$ cat src/hdl/rmd_pkg.sv
// ----------------------------------------------------------------------------
// rmd_pkg
// Types and constants shared by the reply message deframer modules.
// ----------------------------------------------------------------------------
package rmd_pkg;

  // Reply layout selected by the mode register
  localparam logic [1:0] MODE_NORMAL  = 2'd0;
  localparam logic [1:0] MODE_UPDATE  = 2'd1;
  localparam logic [1:0] MODE_MONITOR = 2'd2;
  localparam logic [1:0] MODE_RSVD    = 2'd3;

  // Configuration register indexes
  localparam logic CFG_REPLY_MODE  = 1'b0;
  localparam logic CFG_EXPECTED_ID = 1'b1;

  // Result kinds
  localparam logic [1:0] KIND_HEADER  = 2'd0;
  localparam logic [1:0] KIND_PAYLOAD = 2'd1;
  localparam logic [1:0] KIND_REPEAT  = 2'd2;

  // Marker byte values
  localparam logic [7:0] SUCCESS_CODE   = 8'd1;
  localparam logic [7:0] MONITOR_MARKER = 8'd2;

  // Byte positions inside the header
  localparam logic [4:0] POS_SUCCESS  = 5'd0;
  localparam logic [4:0] POS_ID_END   = 5'd4;
  localparam logic [4:0] POS_LEN_END  = 5'd8;
  localparam logic [4:0] POS_UPD_FLAG = 5'd9;
  localparam logic [4:0] POS_TS_END   = 5'd17;
  localparam logic [4:0] POS_CLEN_END = 5'd21;

  typedef enum logic [2:0] {
    PH_IDLE    = 3'b001,
    PH_HEADER  = 3'b010,
    PH_PAYLOAD = 3'b100
  } phase_t;

  typedef struct packed {
    logic [7:0] data_byte;
    logic       frame_start;
  } in_item_t;

  typedef struct packed {
    logic        en;
    logic        index;
    logic [31:0] data;
  } cfg_write_t;

  typedef struct packed {
    logic [1:0]  result_kind;
    logic        success;
    logic        update_flag;
    logic        timestamp_valid;
    logic [63:0] last_update;
    logic [30:0] payload_length;
    logic [7:0]  payload_byte;
    logic        last_of_message;
  } result_t;

endpackage

$ cat src/hdl/rmd_in_stage.sv
// ----------------------------------------------------------------------------
// rmd_in_stage
// Input register: holds one received word until the parser consumes it.
// ----------------------------------------------------------------------------
module rmd_in_stage (
  input  logic              clk,
  input  logic              rst_n,
  input  logic              in_valid,
  output logic              in_ready,
  input  rmd_pkg::in_item_t in_item,
  input  logic              advance,
  output logic              item_valid,
  output rmd_pkg::in_item_t item
);

  logic              valid_r, valid_nxt;
  rmd_pkg::in_item_t item_r;

  assign in_ready   = !valid_r || advance;
  assign item_valid = valid_r;
  assign item       = item_r;

  always_comb begin
    valid_nxt = valid_r;
    if (in_ready) begin
      valid_nxt = in_valid;
    end
  end

  always_ff @(posedge clk) begin
    if (!rst_n) begin
      valid_r <= 1'b0;
    end else begin
      valid_r <= valid_nxt;
    end
  end

  always_ff @(posedge clk) begin
    if (in_valid && in_ready) begin
      item_r <= in_item;
    end
  end

endmodule

$ cat src/hdl/rmd_parser.sv
// ----------------------------------------------------------------------------
// rmd_parser
// Configuration registers, byte position counter, field accumulators and the
// per-byte decode that yields at most one result for each consumed word.
// ----------------------------------------------------------------------------
module rmd_parser (
  input  logic                clk,
  input  logic                rst_n,
  input  rmd_pkg::cfg_write_t cfg,
  input  logic                advance,
  input  rmd_pkg::in_item_t   item,
  output logic                res_valid,
  output rmd_pkg::result_t    res
);

  logic [1:0]  reply_mode_r;
  logic [31:0] expected_id_r;

  rmd_pkg::phase_t phase_r, phase_nxt, phase_e;
  logic [4:0]  pos_r, pos_nxt, pos_e;
  logic [1:0]  mode_r, mode_nxt, mode_e;
  logic [31:0] rid_r, rid_nxt, rid_e, rid_sh;
  logic [31:0] len_r, len_nxt, len_e, len_sh;
  logic [63:0] ts_r, ts_nxt, ts_e, ts_sh;
  logic        succ_r, succ_nxt, succ_e;
  logic        upd_r, upd_nxt, upd_e;
  logic [30:0] rem_r, rem_nxt, rem_e, rem_dec;
  logic        mon;
  logic [7:0]  b;

  logic        hdr_fire;
  logic [31:0] hdr_len;
  logic        hdr_succ;
  logic        hdr_upd;
  logic        hdr_tsv;
  logic [63:0] hdr_ts;
  logic [31:0] len_clip;

  always_ff @(posedge clk) begin
    if (!rst_n) begin
      reply_mode_r  <= rmd_pkg::MODE_NORMAL;
      expected_id_r <= '0;
    end else if (cfg.en) begin
      case (cfg.index)
        rmd_pkg::CFG_REPLY_MODE: begin
          reply_mode_r <= cfg.data[1:0];
        end
        rmd_pkg::CFG_EXPECTED_ID: begin
          expected_id_r <= cfg.data;
        end
        default: begin
        end
      endcase
    end
  end

  always_comb begin
    b = item.data_byte;

    // frame start restarts the parse before this byte is decoded
    if (item.frame_start) begin
      phase_e = rmd_pkg::PH_HEADER;
      pos_e   = '0;
      mode_e  = (reply_mode_r == rmd_pkg::MODE_RSVD) ? rmd_pkg::MODE_NORMAL : reply_mode_r;
      rid_e   = '0;
      len_e   = '0;
      ts_e    = '0;
      succ_e  = 1'b0;
      upd_e   = 1'b0;
      rem_e   = '0;
    end else begin
      phase_e = phase_r;
      pos_e   = pos_r;
      mode_e  = mode_r;
      rid_e   = rid_r;
      len_e   = len_r;
      ts_e    = ts_r;
      succ_e  = succ_r;
      upd_e   = upd_r;
      rem_e   = rem_r;
    end

    rid_sh  = {rid_e[23:0], b};
    len_sh  = {len_e[23:0], b};
    ts_sh   = {ts_e[55:0], b};
    rem_dec = rem_e - 31'd1;
    mon     = (mode_e == rmd_pkg::MODE_MONITOR);

    phase_nxt = phase_e;
    pos_nxt   = pos_e;
    mode_nxt  = mode_e;
    rid_nxt   = rid_e;
    len_nxt   = len_e;
    ts_nxt    = ts_e;
    succ_nxt  = succ_e;
    upd_nxt   = upd_e;
    rem_nxt   = rem_e;

    res_valid = 1'b0;
    res       = '0;
    hdr_fire  = 1'b0;
    hdr_len   = '0;
    hdr_succ  = 1'b0;
    hdr_upd   = 1'b0;
    hdr_tsv   = 1'b0;
    hdr_ts    = '0;

    case (phase_e)
      rmd_pkg::PH_PAYLOAD: begin
        res_valid          = 1'b1;
        res.result_kind    = rmd_pkg::KIND_PAYLOAD;
        res.payload_byte   = b;
        rem_nxt            = rem_dec;
        if (rem_dec == '0) begin
          res.last_of_message = 1'b1;
          phase_nxt           = rmd_pkg::PH_IDLE;
        end
      end
      rmd_pkg::PH_HEADER: begin
        pos_nxt = pos_e + 5'd1;
        if (pos_e == rmd_pkg::POS_SUCCESS) begin
          succ_nxt = (b == rmd_pkg::SUCCESS_CODE);
          if (mon && b != rmd_pkg::MONITOR_MARKER) begin
            phase_nxt = rmd_pkg::PH_IDLE;
          end
        end else if (pos_e <= rmd_pkg::POS_ID_END) begin
          if (mon) begin
            // monitor preamble must be zero; drop silently otherwise
            if (b != 8'd0) begin
              phase_nxt = rmd_pkg::PH_IDLE;
            end
          end else begin
            rid_nxt = rid_sh;
            if (pos_e == rmd_pkg::POS_ID_END && rid_sh != expected_id_r) begin
              res_valid           = 1'b1;
              res.result_kind     = rmd_pkg::KIND_REPEAT;
              res.last_of_message = 1'b1;
              phase_nxt           = rmd_pkg::PH_IDLE;
            end
          end
        end else if (pos_e <= rmd_pkg::POS_LEN_END) begin
          len_nxt = len_sh;
          if (pos_e == rmd_pkg::POS_LEN_END &&
              !(mode_e == rmd_pkg::MODE_UPDATE && succ_e)) begin
            hdr_fire = 1'b1;
            hdr_len  = len_sh;
            hdr_succ = mon ? 1'b0 : succ_e;
          end
        end else if (pos_e == rmd_pkg::POS_UPD_FLAG) begin
          upd_nxt = (b != 8'd0);
        end else if (pos_e <= rmd_pkg::POS_TS_END) begin
          ts_nxt = ts_sh;
          if (pos_e == rmd_pkg::POS_TS_END && !upd_e) begin
            len_nxt  = '0;
            hdr_fire = 1'b1;
            hdr_succ = 1'b1;
            hdr_tsv  = 1'b1;
            hdr_ts   = ts_sh;
          end
        end else if (pos_e <= rmd_pkg::POS_CLEN_END) begin
          len_nxt = len_sh;
          if (pos_e == rmd_pkg::POS_CLEN_END) begin
            hdr_fire = 1'b1;
            hdr_len  = len_sh;
            hdr_succ = 1'b1;
            hdr_upd  = 1'b1;
            hdr_tsv  = 1'b1;
            hdr_ts   = ts_e;
          end
        end else begin
          phase_nxt = rmd_pkg::PH_IDLE;
        end
      end
      default: begin
      end
    endcase

    // negative length means an empty payload
    len_clip = hdr_len[31] ? 32'd0 : hdr_len;
    if (hdr_fire) begin
      res_valid           = 1'b1;
      res.result_kind     = rmd_pkg::KIND_HEADER;
      res.success         = hdr_succ;
      res.update_flag     = hdr_upd;
      res.timestamp_valid = hdr_tsv;
      res.last_update     = hdr_ts;
      res.payload_length  = len_clip[30:0];
      if (len_clip == 32'd0) begin
        res.last_of_message = 1'b1;
        phase_nxt           = rmd_pkg::PH_IDLE;
      end else begin
        rem_nxt   = len_clip[30:0];
        phase_nxt = rmd_pkg::PH_PAYLOAD;
      end
    end
  end

  always_ff @(posedge clk) begin
    if (!rst_n) begin
      phase_r <= rmd_pkg::PH_IDLE;
      pos_r   <= '0;
      mode_r  <= rmd_pkg::MODE_NORMAL;
      rid_r   <= '0;
      len_r   <= '0;
      ts_r    <= '0;
      succ_r  <= 1'b0;
      upd_r   <= 1'b0;
      rem_r   <= '0;
    end else if (advance) begin
      phase_r <= phase_nxt;
      pos_r   <= pos_nxt;
      mode_r  <= mode_nxt;
      rid_r   <= rid_nxt;
      len_r   <= len_nxt;
      ts_r    <= ts_nxt;
      succ_r  <= succ_nxt;
      upd_r   <= upd_nxt;
      rem_r   <= rem_nxt;
    end
  end

endmodule

$ cat src/hdl/rmd_out_stage.sv
// ----------------------------------------------------------------------------
// rmd_out_stage
// Result register: holds a result until the consumer takes it.
// ----------------------------------------------------------------------------
module rmd_out_stage (
  input  logic             clk,
  input  logic             rst_n,
  input  logic             item_valid,
  input  logic             res_valid,
  input  rmd_pkg::result_t res,
  output logic             advance,
  output logic             out_valid,
  input  logic             out_ready,
  output rmd_pkg::result_t out_res
);

  logic             valid_r, valid_nxt;
  rmd_pkg::result_t res_r;

  // consume the held word whenever the result slot is free or draining
  assign advance   = item_valid && (!valid_r || out_ready);
  assign out_valid = valid_r;
  assign out_res   = res_r;

  always_comb begin
    valid_nxt = valid_r;
    if (advance) begin
      valid_nxt = res_valid;
    end else if (out_ready) begin
      valid_nxt = 1'b0;
    end
  end

  always_ff @(posedge clk) begin
    if (!rst_n) begin
      valid_r <= 1'b0;
    end else begin
      valid_r <= valid_nxt;
    end
  end

  always_ff @(posedge clk) begin
    if (advance && res_valid) begin
      res_r <= res;
    end
  end

endmodule

$ cat src/hdl/reply_message_deframer.sv
// ----------------------------------------------------------------------------
// reply_message_deframer
// Parses reply messages one byte per word into header, payload and repeat results.
// ----------------------------------------------------------------------------
// Takes bytes and gives at most one result per byte; the byte is held in the
// input register and its result in the result register. Each header byte
// advances a position counter and may shift into the id, length or timestamp
// accumulator; throughput is one byte per clock while out_ready stays high.
// Write reply_mode and expected_request_id only while no message is in flight;
// the mode is sampled at each frame_start byte.
// ----------------------------------------------------------------------------
module reply_message_deframer (
  input  logic               clk,
  input  logic               rst_n,
  input  logic               in_valid,
  output logic               in_ready,
  input  logic [7:0]         in_data_byte,
  input  logic               in_frame_start,
  output logic               out_valid,
  input  logic               out_ready,
  output logic [1:0]         out_result_kind,
  output logic               out_success,
  output logic               out_update_flag,
  output logic               out_timestamp_valid,
  output logic signed [63:0] out_last_update,
  output logic [30:0]        out_payload_length,
  output logic [7:0]         out_payload_byte,
  output logic               out_last_of_message,
  input  logic               cfg_wr_en,
  input  logic               cfg_index,
  input  logic [31:0]        cfg_wdata
);

  rmd_pkg::in_item_t   in_item;
  rmd_pkg::in_item_t   item;
  rmd_pkg::cfg_write_t cfg;
  rmd_pkg::result_t    res;
  rmd_pkg::result_t    out_res;
  logic                item_valid;
  logic                advance;
  logic                res_valid;

  assign in_item.data_byte   = in_data_byte;
  assign in_item.frame_start = in_frame_start;
  assign cfg.en              = cfg_wr_en;
  assign cfg.index           = cfg_index;
  assign cfg.data            = cfg_wdata;

  rmd_in_stage u_in_stage (
    .clk        (clk),
    .rst_n      (rst_n),
    .in_valid   (in_valid),
    .in_ready   (in_ready),
    .in_item    (in_item),
    .advance    (advance),
    .item_valid (item_valid),
    .item       (item)
  );

  rmd_parser u_parser (
    .clk       (clk),
    .rst_n     (rst_n),
    .cfg       (cfg),
    .advance   (advance),
    .item      (item),
    .res_valid (res_valid),
    .res       (res)
  );

  rmd_out_stage u_out_stage (
    .clk        (clk),
    .rst_n      (rst_n),
    .item_valid (item_valid),
    .res_valid  (res_valid),
    .res        (res),
    .advance    (advance),
    .out_valid  (out_valid),
    .out_ready  (out_ready),
    .out_res    (out_res)
  );

  assign out_result_kind     = out_res.result_kind;
  assign out_success         = out_res.success;
  assign out_update_flag     = out_res.update_flag;
  assign out_timestamp_valid = out_res.timestamp_valid;
  assign out_last_update     = $signed(out_res.last_update);
  assign out_payload_length  = out_res.payload_length;
  assign out_payload_byte    = out_res.payload_byte;
  assign out_last_of_message = out_res.last_of_message;

endmodule
$ cat config.mk
export PLATFORM = sky130hd
export DESIGN_NAME = reply_message_deframer
export DESIGN_NICKNAME = d
export VERILOG_FILES = /design/src/hdl/rmd_pkg.sv /design/src/hdl/rmd_in_stage.sv /design/src/hdl/rmd_parser.sv /design/src/hdl/rmd_out_stage.sv /design/src/hdl/reply_message_deframer.sv
export SDC_FILE = /design/constraint.sdc
export NUM_CORES = 1
export LEC_CHECK = 0
export BUFFER_PORTS_ARGS = -buffer_cell sky130_fd_sc_hd__buf_2
export CAP_MARGIN = 10
export CORE_MARGIN = 5
export CORE_UTILIZATION = 40
export DETAILED_ROUTE_END_ITERATION = 8
export PLACE_DENSITY = 0.62
export SYNTH_ARGS = -nofsm -noshare
export SYNTH_HDL_FRONTEND = slang
export SYNTH_SLANG_ARGS = --single-unit
$ cat constraint.sdc
create_clock -name clk -period 14.9 [get_ports clk]
set_clock_uncertainty 0.15 [all_clocks]
set_input_delay 2.98 -clock clk [delete_from_list [all_inputs] [get_ports clk]]
set_output_delay 2.98 -clock clk [all_outputs]
set_load 0.01 [all_outputs]
# Yosys cells after proc, flatten, opt, wreduce, memory -nomap -nowiden
# Cells that the tools add are included.
[word_totals]
inputBits = 47
regBits = 325
wordCells = 167
[op_classes]
reduce_logical = 25
add_sub_neg = 2
eq_ne = 13
mux = 97
bitwise = 3
order_cmp = 4
[op_table]
columns = ["op", "count"]
rows = [
  ["$mux W32", 23],
  ["$mux W64", 11],
  ["$mux W31", 5],
  ["$mux W3", 14],
  ["$logic_not A32 Y1", 1],
  ["$mux W1", 32],
  ["$ne A32 B32 Y1", 1],
  ["$logic_not A31 Y1", 1],
  ["$sub A31 B1 Y31 const B", 1],
  ["$mux W2", 6],
  ["$eq A5 B4 Y1 const B", 2],
  ["$eq A5 B5 Y1 const B", 2],
  ["$le A5 B5 Y1 const B", 2],
  ["$mux W5", 2],
  ["$eq A8 B1 Y1 const B", 1],
  ["$logic_and A1 B1 Y1", 8],
  ["$ne A8 B2 Y1 const B", 1],
  ["$reduce_bool A8 Y1", 1],
  ["$reduce_or A7 Y1", 1],
  ["$pmux W3 S2", 1],
  ["$reduce_or A6 Y1", 1],
  ["$add A5 B1 Y5 const B", 1],
  ["$eq A5 B3 Y1 const B", 1],
  ["$le A5 B3 Y1 const B", 1],
  ["other kinds (15)", 24],
]

# Longest topological paths before layout
[depth]
word_depth = 16
mapped_depth = 16
depth_no_buf = 10

# Cells and area by module
# Synthesis repeated with hierarchy kept, for this count alone.
[unflattened]
cells_unflattened = 1518
area_unflattened_um2 = 14083.5
[by_module_without_submodules]
columns = ["module", "cells_per_inst", "instances", "area_per_inst_um2", "seq_area_each_um2"]
rows = [
  ["rmd_parser", 1389, 1, 10408.7, 3783.6],
  ["rmd_out_stage", 115, 1, 3347.0, 3293.2],
  ["rmd_in_stage", 14, 1, 327.8, 290.3],
]

# Worst setup path before layout
# Ideal clock, no wire load.
[synth_path]
path_kind = "input port to flip-flop"
startpoint = "in out_ready"
endpoint = "reg u_out_stage.res_r (netlist bit u_out_stage.out_res[0]), enable pin"
n_path_buf = 1
setup_time_ns = 0.642
path_slack_ns = 5.143
t_arrival_ns = 8.965
cell_stages = 4
required_ns = 14.108
path_cell_list = "nand2b_1 > nand2_1 > clkbuf_1 > a31oi_1"
[synth_between]
elab_chain_len = 3
[synth_rtl]
columns = ["item", "line", "rtl"]
rows = [
  ["start: declaration", "reply_message_deframer.sv:20", "input logic out_ready,"],
  ["$logic_or A1 B1 Y1", "rmd_out_stage.sv:21", "assign advance = item_valid && (!valid_r || out_ready);"],
  ["$logic_and A1 B1 Y1", "rmd_out_stage.sv:21", ""],
  ["$logic_and A1 B1 Y1", "rmd_out_stage.sv:43", "if (advance && res_valid) begin"],
  ["end signal: assignment", "rmd_out_stage.sv:44", "res_r <= res;"],
  ["end: declaration", "rmd_out_stage.sv:18", "rmd_pkg::result_t res_r;"],
]
# Every way passes these cells.
# A chain may end at the register's enable or synchronous reset.

# Final worst setup path
[layout_path]
startpoint = "in out_ready"
endpoint = "out in_ready"
[layout_between]
elab_chain_len = 3
[layout_rtl]
columns = ["item", "line", "rtl"]
rows = [
  ["$logic_or A1 B1 Y1", "rmd_out_stage.sv:21", ""],
  ["$logic_and A1 B1 Y1", "rmd_out_stage.sv:21", ""],
  ["$logic_or A1 B1 Y1", "rmd_in_stage.sv:19", "assign in_ready = !valid_r || advance;"],
  ["end: declaration", "reply_message_deframer.sv:16", "output logic in_ready,"],
]
# Every way passes these cells.

==> results.cfg <==
[place]
routabilityCongestion = 0.882
port_buffers = 157
placed_cells = 2056
dp_slack_ns = 8.27
hpwl_mm = 26.2

[floorplan]
floorplan.die.height_um = 199
io_pins = 158
fp-row-count = 69
fp.coreArea_mm2 = 0.0355
initial_utilization_pct = 40.4
die_w_um = 199
dieArea_mm2 = 0.0397

[yosys]
syn_nets = 1599
yosysTopAreaCell = dfxtp_1
yosys-top-cells-area = dfxtp_1 27%, edfxtp_1 25%, a22oi_1 9.3%
ys_types = 71
synth_seq_cells = 309
synth-seq-area-share_pct = 51.4
synth-edff-count = 118
synthCells = 1549
synthArstFlopShare_pct = 0
ys.flop_type = dfxtp_1
syn_area_mm2 = 0.0143
ys.warnings.count = 0
avgSynthCellArea_um2 = 9.26
yosys.area.top_type_share_pct = 26.7

[worst_setup_path]
crit_type = input pin to primary output
start_kind = input pin
crit_required_ns = 11.77
cp_max_fo = 3
end_kind = primary output
arrival_ns = 3.51

[cts]
cts_resized = 0
clock-sinks = 309
ctsLongestPathBuffers = 3
clk_latency_ns = 0.52
clockRootBuffer = clkbuf_16
clk_pin_slew_ns = 0.06
post_cts_buffers = 0
cts.htree.levels = 2
cts_tree = yes
cts_hold_buf = 0
cts_buffers = 34

[run_status]
outcome = finished clean

[layout]
num-fill-cells = 3358
drive_above_1_share_pct = 15.3
area_delta_synth_final_pct = 14.9
nets = 1681
final_cells = 2119

[route]
drt-total-wl_mm = 40.6
vias = 12200
drt_pass1_iterations = 6
antenna_left = 0
routedWlPerCell_um = 19.1
drt_iter0_markers = 1167
drc = 0
viasPerCell = 5.76

[job]
cap_violations = 0

[power_and_ir_drop]
power.leakage_nw = 6.09
powerDensity_mw_per_mm2 = 110
peakVddDrop_uv = 72.7

[global_routing]
antenna_found_initial = 4
grt_max_degree = 87
grt_pass1_wl_mm = 63.1
grt_usage_pct = 19.5
grt_pass1_vias = 11300
overflow = 0

[sta]
drv_slew = 0
rsz0062_at_grt = false
setup_violations = 0
relSlewSlack_pct = 25.2
fin_crit_ns = 6.64
fin_setup_tns_ns = 0
tightestPinTransition_ns = 1.12
max_freq_mhz = 151
finalCritPeriodShare_pct = 44.5
timing.final.ws_setup_ns = 8.26
hold_violations = 0
holdWs_ns = 0.324

[worst_hold_path]
hp-class = flip-flop to flip-flop
[area by class of cell]
class                           instances  area (um2)  share of cell area, %
Timing Repair Buffer                  175         921                   5.59
Multi-Input combinational cell       1091        6410                   38.9
Tap cell                              461         577                   3.50
Sequential cell                       309        7370                   44.7
Clock buffer                           43         946                   5.74
Inverter                               20        75.1                  0.455
Clock inverter                         19         185                   1.12
Antenna cell                            1        2.50                 0.0152
[critical path, cell delays in order]
cell and delay, ns:
buf_2 0.10, nor2b_1 0.19, nand2_1 0.09, buf_2 0.15
[through the flow]
step / total power (W) / util, % / instance area, um2
final: 0.00182 / 46.5 / 16500
after global routing: 0.00188 / 46.4 / 16500
after CTS: 0.00184 / 46.4 / 16500
after detailed placement: 0.000983 / 43.3 / 15300
after global placement: 0.000982 / 43.3 / 15300
after floorplan: 0.000955 / - / 14300
[cell usage in the layout (no fill, tap or decap), types with 25 or more instances in the layout]
cell type / synthesis / layout
a21oi_1: 67 / 67
a22oi_1: 177 / 177
buf_2: 15 / 157
and2_1: 62 / 62
o21ai_1: 26 / 25
dfxtp_1: 191 / 191
clkbuf_16: 0 / 35
nor2b_1: 42 / 42
o21ai_0: 77 / 77
edfxtp_1: 118 / 118
nor2_1: 203 / 203
nand2_1: 132 / 132
[per-layer routing]
metal	GRT usage, %	share of wire [%]
met1	27.7	45
met2	31.1	46
met3	3.51	6.7
met4	4.96	1.8
met5	0	0
[power by group]
group	switching, W	total [W]	internal, W
Sequential	0.0000131	0.000891	0.000878
Clock	0.000349	0.000854	0.000505
Combinational	0.0000498	0.0000745	0.0000247
Total	0.000412	0.00182	0.00141
[cells in the mapped netlist, types with 4 or more instances]
library cell	instances
inv_1	19
nand4_1	10
o21ai_1	26
nand2b_1	14
and2_1	62
a21boi_0	20
nor2_1	203
xnor2_1	13
buf_2	15
o21a_1	4
a22oi_1	177
edfxtp_1	118
nand2_1	132
o211ai_1	4
and3_1	16
o21ai_0	77
a21o_1	7
nand3_1	16
a32oi_1	7
a21oi_1	67
xor2_1	14
a31oi_1	23
clkbuf_1	108
nor3b_1	11
nor2b_1	42
o31ai_1	5
or4_1	9
or3_1	4
or2_2	4
a41oi_1	4
nor3_1	23
nor4_1	23
dfxtp_1	191
o311ai_0	4
nor4bb_1	12
mux2i_1	6
[worst paths after layout]
kind,from,end,slack (ns),cells after the start
hold reg to reg,u_parser.expected_id_r[2]$_SDFFE_PN0P_,u_parser.expected_id_r[2]$_SDFFE_PN0P_,0.32,2
setup reg to reg,u_in_stage.item[0]$_DFFE_PP_,u_parser.rem_r[17]$_SDFFE_PN0P_,9.84,11
setup / recovery,out_ready,in_ready,8.26,4
hold / removal,u_parser.expected_id_r[2]$_SDFFE_PN0P_,u_parser.expected_id_r[2]$_SDFFE_PN0P_,0.32,2
[kinds of logic (layout without fill, tap and decap cells)]
| group | Yosys count | count (layout) | share of synthesized area [%] |
|---|---|---|---|
| AOI/OAI and AO/OA | 456 | 456 | 21.2 |
| xor gates and xnor gates | 27 | 27 | 1.65 |
| adders and majority gates | 3 | 3 | 0.262 |
| buffers and inverters | 149 | 257 | 4.16 |
| DFF | 309 | 309 | 51.4 |
| muxes | 7 | 7 | 0.497 |
| other | 0 | 1 | 0 |
| and+or+nand+nor | 598 | 598 | 20.9 |
[state kept, by name, indices dropped and copies added (netlist names)]
signal,count
u_out_stage.out_res,109
u_parser.len_r,24
u_out_stage.out_valid,1
u_parser.pos_r,5
u_in_stage.item_valid,1
u_parser.rid_r,24
u_parser.succ_r,1
u_parser.expected_id_r,32
u_parser.rem_r,31
u_parser.phase_r,3
u_parser.mode_r,2
u_in_stage.item,9
u_parser.reply_mode_r,2
u_parser.ts_r,64
u_parser.upd_r,1
Note: power is estimated with default switching activity, not from simulation.
